File: src/sv/alt_pkg.sv
`default_nettype none
// ----------------------------------------------------------------------------
// alt_pkg - shared types and constants for the acquisition line tagger
// Header and result records passed between the pipeline stages.
// ----------------------------------------------------------------------------
package alt_pkg;

  localparam int unsigned TS_W   = 32;
  localparam int unsigned IDX_W  = 16;
  localparam int unsigned TAG_W  = 16;

  // scanner ticks to output time units
  localparam logic [TS_W-1:0]  ELAPSED_SCALE = 32'd2500;
  localparam logic [IDX_W-1:0] IDX_NONE      = 16'hFFFF;
  localparam logic [TAG_W-1:0] TAG_FORCED    = 16'd1;

  typedef struct packed {
    logic                    is_noise;
    logic                    dummy_marker;
    logic [TS_W-1:0]         timestamp;
    logic signed [IDX_W-1:0] set_index;
    logic signed [IDX_W-1:0] line_index;
    logic                    is_calibration;
    logic                    is_navigator;
    logic [TAG_W-1:0]        contrast_in;
    logic [TAG_W-1:0]        encoding_space_in;
  } hdr_t;

  typedef struct packed {
    logic signed [TS_W-1:0] time_since_sat;
    logic [TAG_W-1:0]       contrast_out;
    logic [TAG_W-1:0]       encoding_space_out;
    logic                   high_contrast;
  } res_t;

  // handshake between the tagging core and its neighbor stages
  typedef struct packed {
    logic take;  // header register hands its transaction on
    logic emit;  // result register loads a new result
  } stage_ctrl_t;

endpackage
`default_nettype wire

File: src/sv/alt_in_reg.sv
`default_nettype none
// ----------------------------------------------------------------------------
// alt_in_reg - header input register
// Holds one header transaction until the tagging core consumes it.
// ----------------------------------------------------------------------------
module alt_in_reg (
  input  wire logic          clk,
  input  wire logic          rst_n,
  input  wire logic          in_valid,
  output logic               in_ready,
  input  wire alt_pkg::hdr_t hdr_in,
  input  wire logic          take,
  output logic               hdr_valid,
  output alt_pkg::hdr_t      hdr_out
);
  import alt_pkg::*;

  logic valid_r;
  hdr_t hdr_r;

  assign in_ready  = !valid_r || take;
  assign hdr_valid = valid_r;
  assign hdr_out   = hdr_r;

  always_ff @(posedge clk) begin
    if (!rst_n) begin
      valid_r <= 1'b0;
    end else if (in_valid && in_ready) begin
      valid_r <= 1'b1;
    end else if (take) begin
      valid_r <= 1'b0;
    end
  end

  always_ff @(posedge clk) begin
    if (in_valid && in_ready) begin
      hdr_r <= hdr_in;
    end
  end

endmodule
`default_nettype wire

File: src/sv/alt_core.sv
`default_nettype none
// ----------------------------------------------------------------------------
// alt_core - saturation timing and line order tagging
// Holds the tagging state and builds the result for the held header.
// ----------------------------------------------------------------------------
module alt_core (
  input  wire logic          clk,
  input  wire logic          rst_n,
  input  wire logic          hdr_valid,
  input  wire alt_pkg::hdr_t hdr,
  input  wire logic          out_free,
  output alt_pkg::stage_ctrl_t ctrl,
  output alt_pkg::res_t      res
);
  import alt_pkg::*;

  logic             sat_pending_r, sat_pending_nxt;
  logic [TS_W-1:0]  sat_stamp_r, sat_stamp_nxt;
  logic [IDX_W-1:0] sat_set_r, sat_set_nxt;
  logic [IDX_W-1:0] last_set_r, last_set_nxt;
  logic [IDX_W-1:0] last_line_r, last_line_nxt;

  logic             is_dummy;
  logic             has_result;
  logic [IDX_W-1:0] sat_set_eff;
  logic             line_restart;
  logic [IDX_W-1:0] last_line_eff;
  logic             hc;
  logic [TS_W-1:0]  diff;
  logic [TS_W-1:0]  elapsed;

  always_comb begin
    is_dummy      = hdr.is_noise && hdr.dummy_marker;
    has_result    = !is_dummy && !hdr.is_navigator;
    ctrl.take     = hdr_valid && (!has_result || out_free);
    ctrl.emit     = ctrl.take && has_result;

    // the first header after a dummy binds the set
    sat_set_eff   = sat_pending_r ? hdr.set_index : sat_set_r;
    diff          = hdr.timestamp - sat_stamp_r;
    elapsed       = (hdr.set_index == sat_set_eff) ? diff * ELAPSED_SCALE : '0;

    line_restart  = (hdr.set_index != last_set_r) || (hdr.line_index == '0);
    last_line_eff = line_restart ? IDX_NONE : last_line_r;
    hc            = hdr.line_index < $signed(last_line_eff);

    res.time_since_sat     = elapsed;
    res.contrast_out       = hc ? TAG_FORCED : hdr.contrast_in;
    res.encoding_space_out = hc ? TAG_FORCED : hdr.encoding_space_in;
    res.high_contrast      = hc;
  end

  always_comb begin
    sat_pending_nxt = sat_pending_r;
    sat_stamp_nxt   = sat_stamp_r;
    sat_set_nxt     = sat_set_r;
    last_set_nxt    = last_set_r;
    last_line_nxt   = last_line_r;
    if (ctrl.take) begin
      if (is_dummy) begin
        sat_pending_nxt = 1'b1;
        sat_stamp_nxt   = hdr.timestamp;
      end else begin
        sat_pending_nxt = 1'b0;
        sat_set_nxt     = sat_set_eff;
        last_set_nxt    = hdr.set_index;
        last_line_nxt   = (hc || hdr.is_calibration) ? last_line_eff : hdr.line_index;
      end
    end
  end

  always_ff @(posedge clk) begin
    if (!rst_n) begin
      sat_pending_r <= 1'b0;
      sat_stamp_r   <= '0;
      sat_set_r     <= IDX_NONE;
      last_set_r    <= IDX_NONE;
      last_line_r   <= IDX_NONE;
    end else begin
      sat_pending_r <= sat_pending_nxt;
      sat_stamp_r   <= sat_stamp_nxt;
      sat_set_r     <= sat_set_nxt;
      last_set_r    <= last_set_nxt;
      last_line_r   <= last_line_nxt;
    end
  end

endmodule
`default_nettype wire

File: src/sv/alt_out_reg.sv
`default_nettype none
// ----------------------------------------------------------------------------
// alt_out_reg - result output register
// Holds one result transaction until the receiver takes it.
// ----------------------------------------------------------------------------
module alt_out_reg (
  input  wire logic          clk,
  input  wire logic          rst_n,
  input  wire logic          emit,
  input  wire alt_pkg::res_t res_in,
  output logic               out_free,
  output logic               out_valid,
  input  wire logic          out_ready,
  output alt_pkg::res_t      res_out
);
  import alt_pkg::*;

  logic valid_r;
  res_t res_r;

  assign out_free  = !valid_r || out_ready;
  assign out_valid = valid_r;
  assign res_out   = res_r;

  always_ff @(posedge clk) begin
    if (!rst_n) begin
      valid_r <= 1'b0;
    end else if (emit) begin
      valid_r <= 1'b1;
    end else if (out_ready) begin
      valid_r <= 1'b0;
    end
  end

  always_ff @(posedge clk) begin
    if (emit) begin
      res_r <= res_in;
    end
  end

endmodule
`default_nettype wire

File: src/sv/acquisition_line_tagger_top.sv
`default_nettype none
// ----------------------------------------------------------------------------
// acquisition_line_tagger_top - acquisition header tagger
// Tags each header with saturation elapsed time and line order contrast.
// ----------------------------------------------------------------------------
// Usage:
//   Input channel (in_valid/in_ready): one acquisition header per transaction.
//   Result channel (out_valid/out_ready): at most one result per header.
//   A noise header with the dummy marker, and any navigator header, updates
//   the tagging state and yields no result transaction.
// Timing:
//   Two register stages: a header accepted into the header register is tagged
//   there, and its result loads into the result register, which drives the out
//   ports; a full result register can stall the header between the two.
//   One header per cycle is sustained while the result register drains; the
//   bound is the single state update per cycle in the tagging core, which
//   feeds its own state back for the next header.
// Reset:
//   rst_n low clears both stage valids and returns the state to no pending
//   dummy, timestamp zero and set/line trackers at -1.
// Stall:
//   While out_ready is low a full result register holds; the header register
//   still takes one more transaction, and headers that give no result keep
//   draining. in_ready drops only when a result is waiting behind a full
//   output register.
// ----------------------------------------------------------------------------
module acquisition_line_tagger_top (
  input  wire logic        clk,
  input  wire logic        rst_n,
  input  wire logic        in_valid,
  output logic             in_ready,
  input  wire logic        in_is_noise,
  input  wire logic        in_dummy_marker,
  input  wire logic [31:0] in_timestamp,
  input  wire logic signed [15:0] in_set_index,
  input  wire logic signed [15:0] in_line_index,
  input  wire logic        in_is_calibration,
  input  wire logic        in_is_navigator,
  input  wire logic [15:0] in_contrast_in,
  input  wire logic [15:0] in_encoding_space_in,
  output logic             out_valid,
  input  wire logic        out_ready,
  output logic signed [31:0] out_time_since_sat,
  output logic [15:0]      out_contrast_out,
  output logic [15:0]      out_encoding_space_out,
  output logic             out_high_contrast
);
  import alt_pkg::*;

  hdr_t        hdr_in;
  hdr_t        hdr_held;
  logic        hdr_valid;
  stage_ctrl_t ctrl;
  res_t        res_core;
  res_t        res_held;
  logic        out_free;

  // pack the header fields for the pipeline
  assign hdr_in = '{
    is_noise:          in_is_noise,
    dummy_marker:      in_dummy_marker,
    timestamp:         in_timestamp,
    set_index:         in_set_index,
    line_index:        in_line_index,
    is_calibration:    in_is_calibration,
    is_navigator:      in_is_navigator,
    contrast_in:       in_contrast_in,
    encoding_space_in: in_encoding_space_in
  };

  // stage one: hold the incoming header
  alt_in_reg u_in_reg (
    .clk       (clk),
    .rst_n     (rst_n),
    .in_valid  (in_valid),
    .in_ready  (in_ready),
    .hdr_in    (hdr_in),
    .take      (ctrl.take),
    .hdr_valid (hdr_valid),
    .hdr_out   (hdr_held)
  );

  // tag the held header and advance the state
  alt_core u_core (
    .clk       (clk),
    .rst_n     (rst_n),
    .hdr_valid (hdr_valid),
    .hdr       (hdr_held),
    .out_free  (out_free),
    .ctrl      (ctrl),
    .res       (res_core)
  );

  // stage two: hold the result for the receiver
  alt_out_reg u_out_reg (
    .clk       (clk),
    .rst_n     (rst_n),
    .emit      (ctrl.emit),
    .res_in    (res_core),
    .out_free  (out_free),
    .out_valid (out_valid),
    .out_ready (out_ready),
    .res_out   (res_held)
  );

  // unpack the result fields onto the ports
  assign out_time_since_sat     = res_held.time_since_sat;
  assign out_contrast_out       = res_held.contrast_out;
  assign out_encoding_space_out = res_held.encoding_space_out;
  assign out_high_contrast      = res_held.high_contrast;

endmodule
`default_nettype wire

File: config.mk
export PLATFORM = sky130hd
export DESIGN_NAME = acquisition_line_tagger_top
export DESIGN_NICKNAME = d
export VERILOG_FILES = /design/src/sv/alt_pkg.sv /design/src/sv/alt_in_reg.sv /design/src/sv/alt_core.sv /design/src/sv/alt_out_reg.sv /design/src/sv/acquisition_line_tagger_top.sv
export SDC_FILE = /design/constraint.sdc
export NUM_CORES = 1
export LEC_CHECK = 0
export BUFFER_PORTS_ARGS = -buffer_cell sky130_fd_sc_hd__buf_2
export CELL_PAD_IN_SITES_DETAIL_PLACEMENT = 1
export CELL_PAD_IN_SITES_GLOBAL_PLACEMENT = 2
export CORE_MARGIN = 5
export CORE_UTILIZATION = 31
export DETAILED_ROUTE_END_ITERATION = 6
export PLACE_DENSITY_LB_ADDON = 0.3
export SLEW_MARGIN = 0
export SYNTH_ARGS = -nofsm -noshare
export SYNTH_HDL_FRONTEND = slang
export SYNTH_HIERARCHICAL = 1
export SYNTH_SLANG_ARGS = --single-unit
File: constraint.sdc
create_clock -name clk -period 7.2 [get_ports clk]
set_clock_uncertainty 0.1 [all_clocks]
set_input_delay 1.44 -clock clk [delete_from_list [all_inputs] [get_ports clk]]
set_output_delay 1.44 -clock clk [all_outputs]
set_load 0.02 [all_outputs]
==> impl_metrics.csv <==
group,metric,value,unit
die,die_w,223,um
sta,max_slew.worst_pin.slew,0.878,ns
detailed_routing,vias,9650,
cts,cts_buffer_depth,3,
detailed_routing,drc,0,
cts,numCtsBuffers,29,
sta,setup_violations,0,
die,ios,171,
yosys,synth_area,14000,um^2
yosys,yosysWarnings,6,
critical_path,cpMostUsedCell,"inv_1",
place,pre_cts_ws,-0.339,ns
die,initial_core_util,0.311,
critical_path,cp-startpoint,"u_in_reg/hdr_out[66]$_DFFE_PP_",
place,place_inst,2109,
critical_path,crit_fanout,4,
sta,setup-tns-final,0,ns
detailed_routing,drtIter0Drc,263,
sta,maxSlewHeadroom,0.415,
critical_path,rr_startpoint,"u_in_reg/hdr_out[66]$_DFFE_PP_",
sta,whs,0.364,ns
detailed_routing,finalWirelength,33.8,mm
global_route,grt_pass1_vias,10456,
critical_path,slowest_delay,0.54,ns
sta,fmax,0.146,GHz
cts,path_clk_slew,0.06,ns
global_route,grt_max_degree,68,
cts,h-tree-depth,1,
detailed_routing,ant_nets,0,
status,status,"completed",
min_path,hold_class,"flop to flop",
finish,syn_to_final_growth,23.8,%
finish,instances_no_fill,2173,
critical_path,worstSetupEndpointType,"flop",
place,io_buffer_count,168,
finish,nets,1836,
sta,slew_viol_final,0,
critical_path,worst_path_max_delay_cell,"fa_1",
critical_path,critPathKind,"flop to flop",
global_route,grt_pass1_wl,54.5,mm
cts,clk_latency,0.56,ns
critical_path,arrival,7.03,ns
yosys,netlist_instances,1295,
global_route,antenna_found_initial,4,
cts,cts_tree,"built",
detailed_routing,drt-pass1-iter-count,4,
die,core_area,45100,um^2
finish,drive_gt1_frac,0.238,
global_route,grtUsageTotal,0.133,
die,dieArea,49700,um^2
sta,hold_viol_final,0,
global_route,gr-total-overflow,0,
sta,fin_crit_sh,0.950,
place,gp_congestion,0.753,
cts,clock-root-buffer,"clkbuf_16",
place,hpwl,25.5,mm
flow_run,cap_violations,0,
detailed_routing,viasPerCell,4.44,
die,die_y,223,um
critical_path,reg2reg_depth,32,
detailed_routing,wire_per_inst,15.6,um
sta,period_minus_slack,6.84,ns
critical_path,reg2reg_setup_slack,0.36,ns
critical_path,startpoint_type,"flop",
yosys,syn_avg_cell_area,10.8,um^2
critical_path,worst_ep_required_time,7.39,ns
critical_path,endpoint,"u_out_reg/res_out[64]$_DFFE_PP_",
critical_path,r2r-end,"u_out_reg/res_out[64]$_DFFE_PP_",
cts,clock_sinks,244,
sta,fin_ws,0.358,ns
die,rows,78,
-- routing by layer --
layer  track usage  vias to the layer above  routed length, um
met2         0.240                      125              17200
li1              -                     4858                  -
met1         0.165                     4619              14600
met3        0.0277                       46               1480
met5             0                        -                  7
met4        0.0289                        2                585
-- area by class of cell --
cell class / instances / area (um^2)
Clock inverter: 8 / 46.3
Inverter: 178 / 668
Multi-Input combinational cell: 840 / 7050
Timing Repair Buffer: 255 / 1490
Sequential cell: 244 / 6520
Tap cell: 600 / 751
Antenna cell: 2 / 5.00
Clock buffer: 46 / 861
Fill cell: 5076 / 27700
-- layout by cell type (no fill, tap or decap), drive strengths merged, types with 27 or more instances in the layout --
cell type and count:
buf 255, inv 179, edfxtp 163, nand2 153, ha 128, dfxtp 81
nor2 68, fa 56, xnor2 52, xor2 46, clkbuf 46, a21oi 44
nand3 36, and2 36, a21boi 35, a21o 34, o21ai 27
-- what timing repair did --
action                                  CTS  global route
hold endpoints to repair                  0             0
pin swaps                                 5            36
gates resized for setup                   9            54
endpoints found under the setup margin    3             7
hold buffers                              0             0
buffers inserted                          0             9
-- state kept, by name, summed over array words and instances (netlist names) --
name,count
u_in_reg/hdr_out,98
u_out_reg/res_out,65
u_core/sat_stamp_r,30
u_core/last_line_r,16
u_core/last_set_r,16
u_core/sat_set_r,16
u_core/sat_pending_r,1
u_in_reg/hdr_valid,1
u_out_reg/out_valid,1
-- stage by stage --
step	utilization	instance area, um^2
6_report	0.386	17400
5_1_grt	0.386	17400
4_1_cts	0.378	17000
3_5_place_dp	0.357	16100
3_3_place_gp	0.357	16100
2_1_floorplan	-	14000
-- worst min-delay path by stage --
stage                                        startpoint                                  end  slack, ns  cells past startpoint
finish              u_core/sat_stamp_r[10]$_SDFFE_PN0P_  u_core/sat_stamp_r[10]$_SDFFE_PN0P_       0.36                      2
global route        u_core/sat_stamp_r[22]$_SDFFE_PN0P_  u_core/sat_stamp_r[22]$_SDFFE_PN0P_       0.39                      2
CTS                 u_core/sat_stamp_r[10]$_SDFFE_PN0P_  u_core/sat_stamp_r[10]$_SDFFE_PN0P_       0.37                      2
detailed placement  u_core/sat_stamp_r[10]$_SDFFE_PN0P_  u_core/sat_stamp_r[10]$_SDFFE_PN0P_       0.36                      2
global placement     u_core/sat_stamp_r[2]$_SDFFE_PN0P_   u_core/sat_stamp_r[2]$_SDFFE_PN0P_       0.35                      2
floorplan           u_core/sat_stamp_r[10]$_SDFFE_PN0P_  u_core/sat_stamp_r[10]$_SDFFE_PN0P_       0.34                      2
-- critical path, delay by kind of cell, from the launching register on --
kind	cells	cell delay (ns)
AND/OR/NAND/NOR	6	0.52
XOR/XNOR	3	0.59
flip-flops	1	0.39
adder cells (fa/ha/maj)	8	3.00
buffers and inverters	7	0.58
AO/OA/AOI/OAI	8	1.36
Power is not shown: default switching activity piles up to over one toggle a cycle in this logic, so the estimate is an artifact.
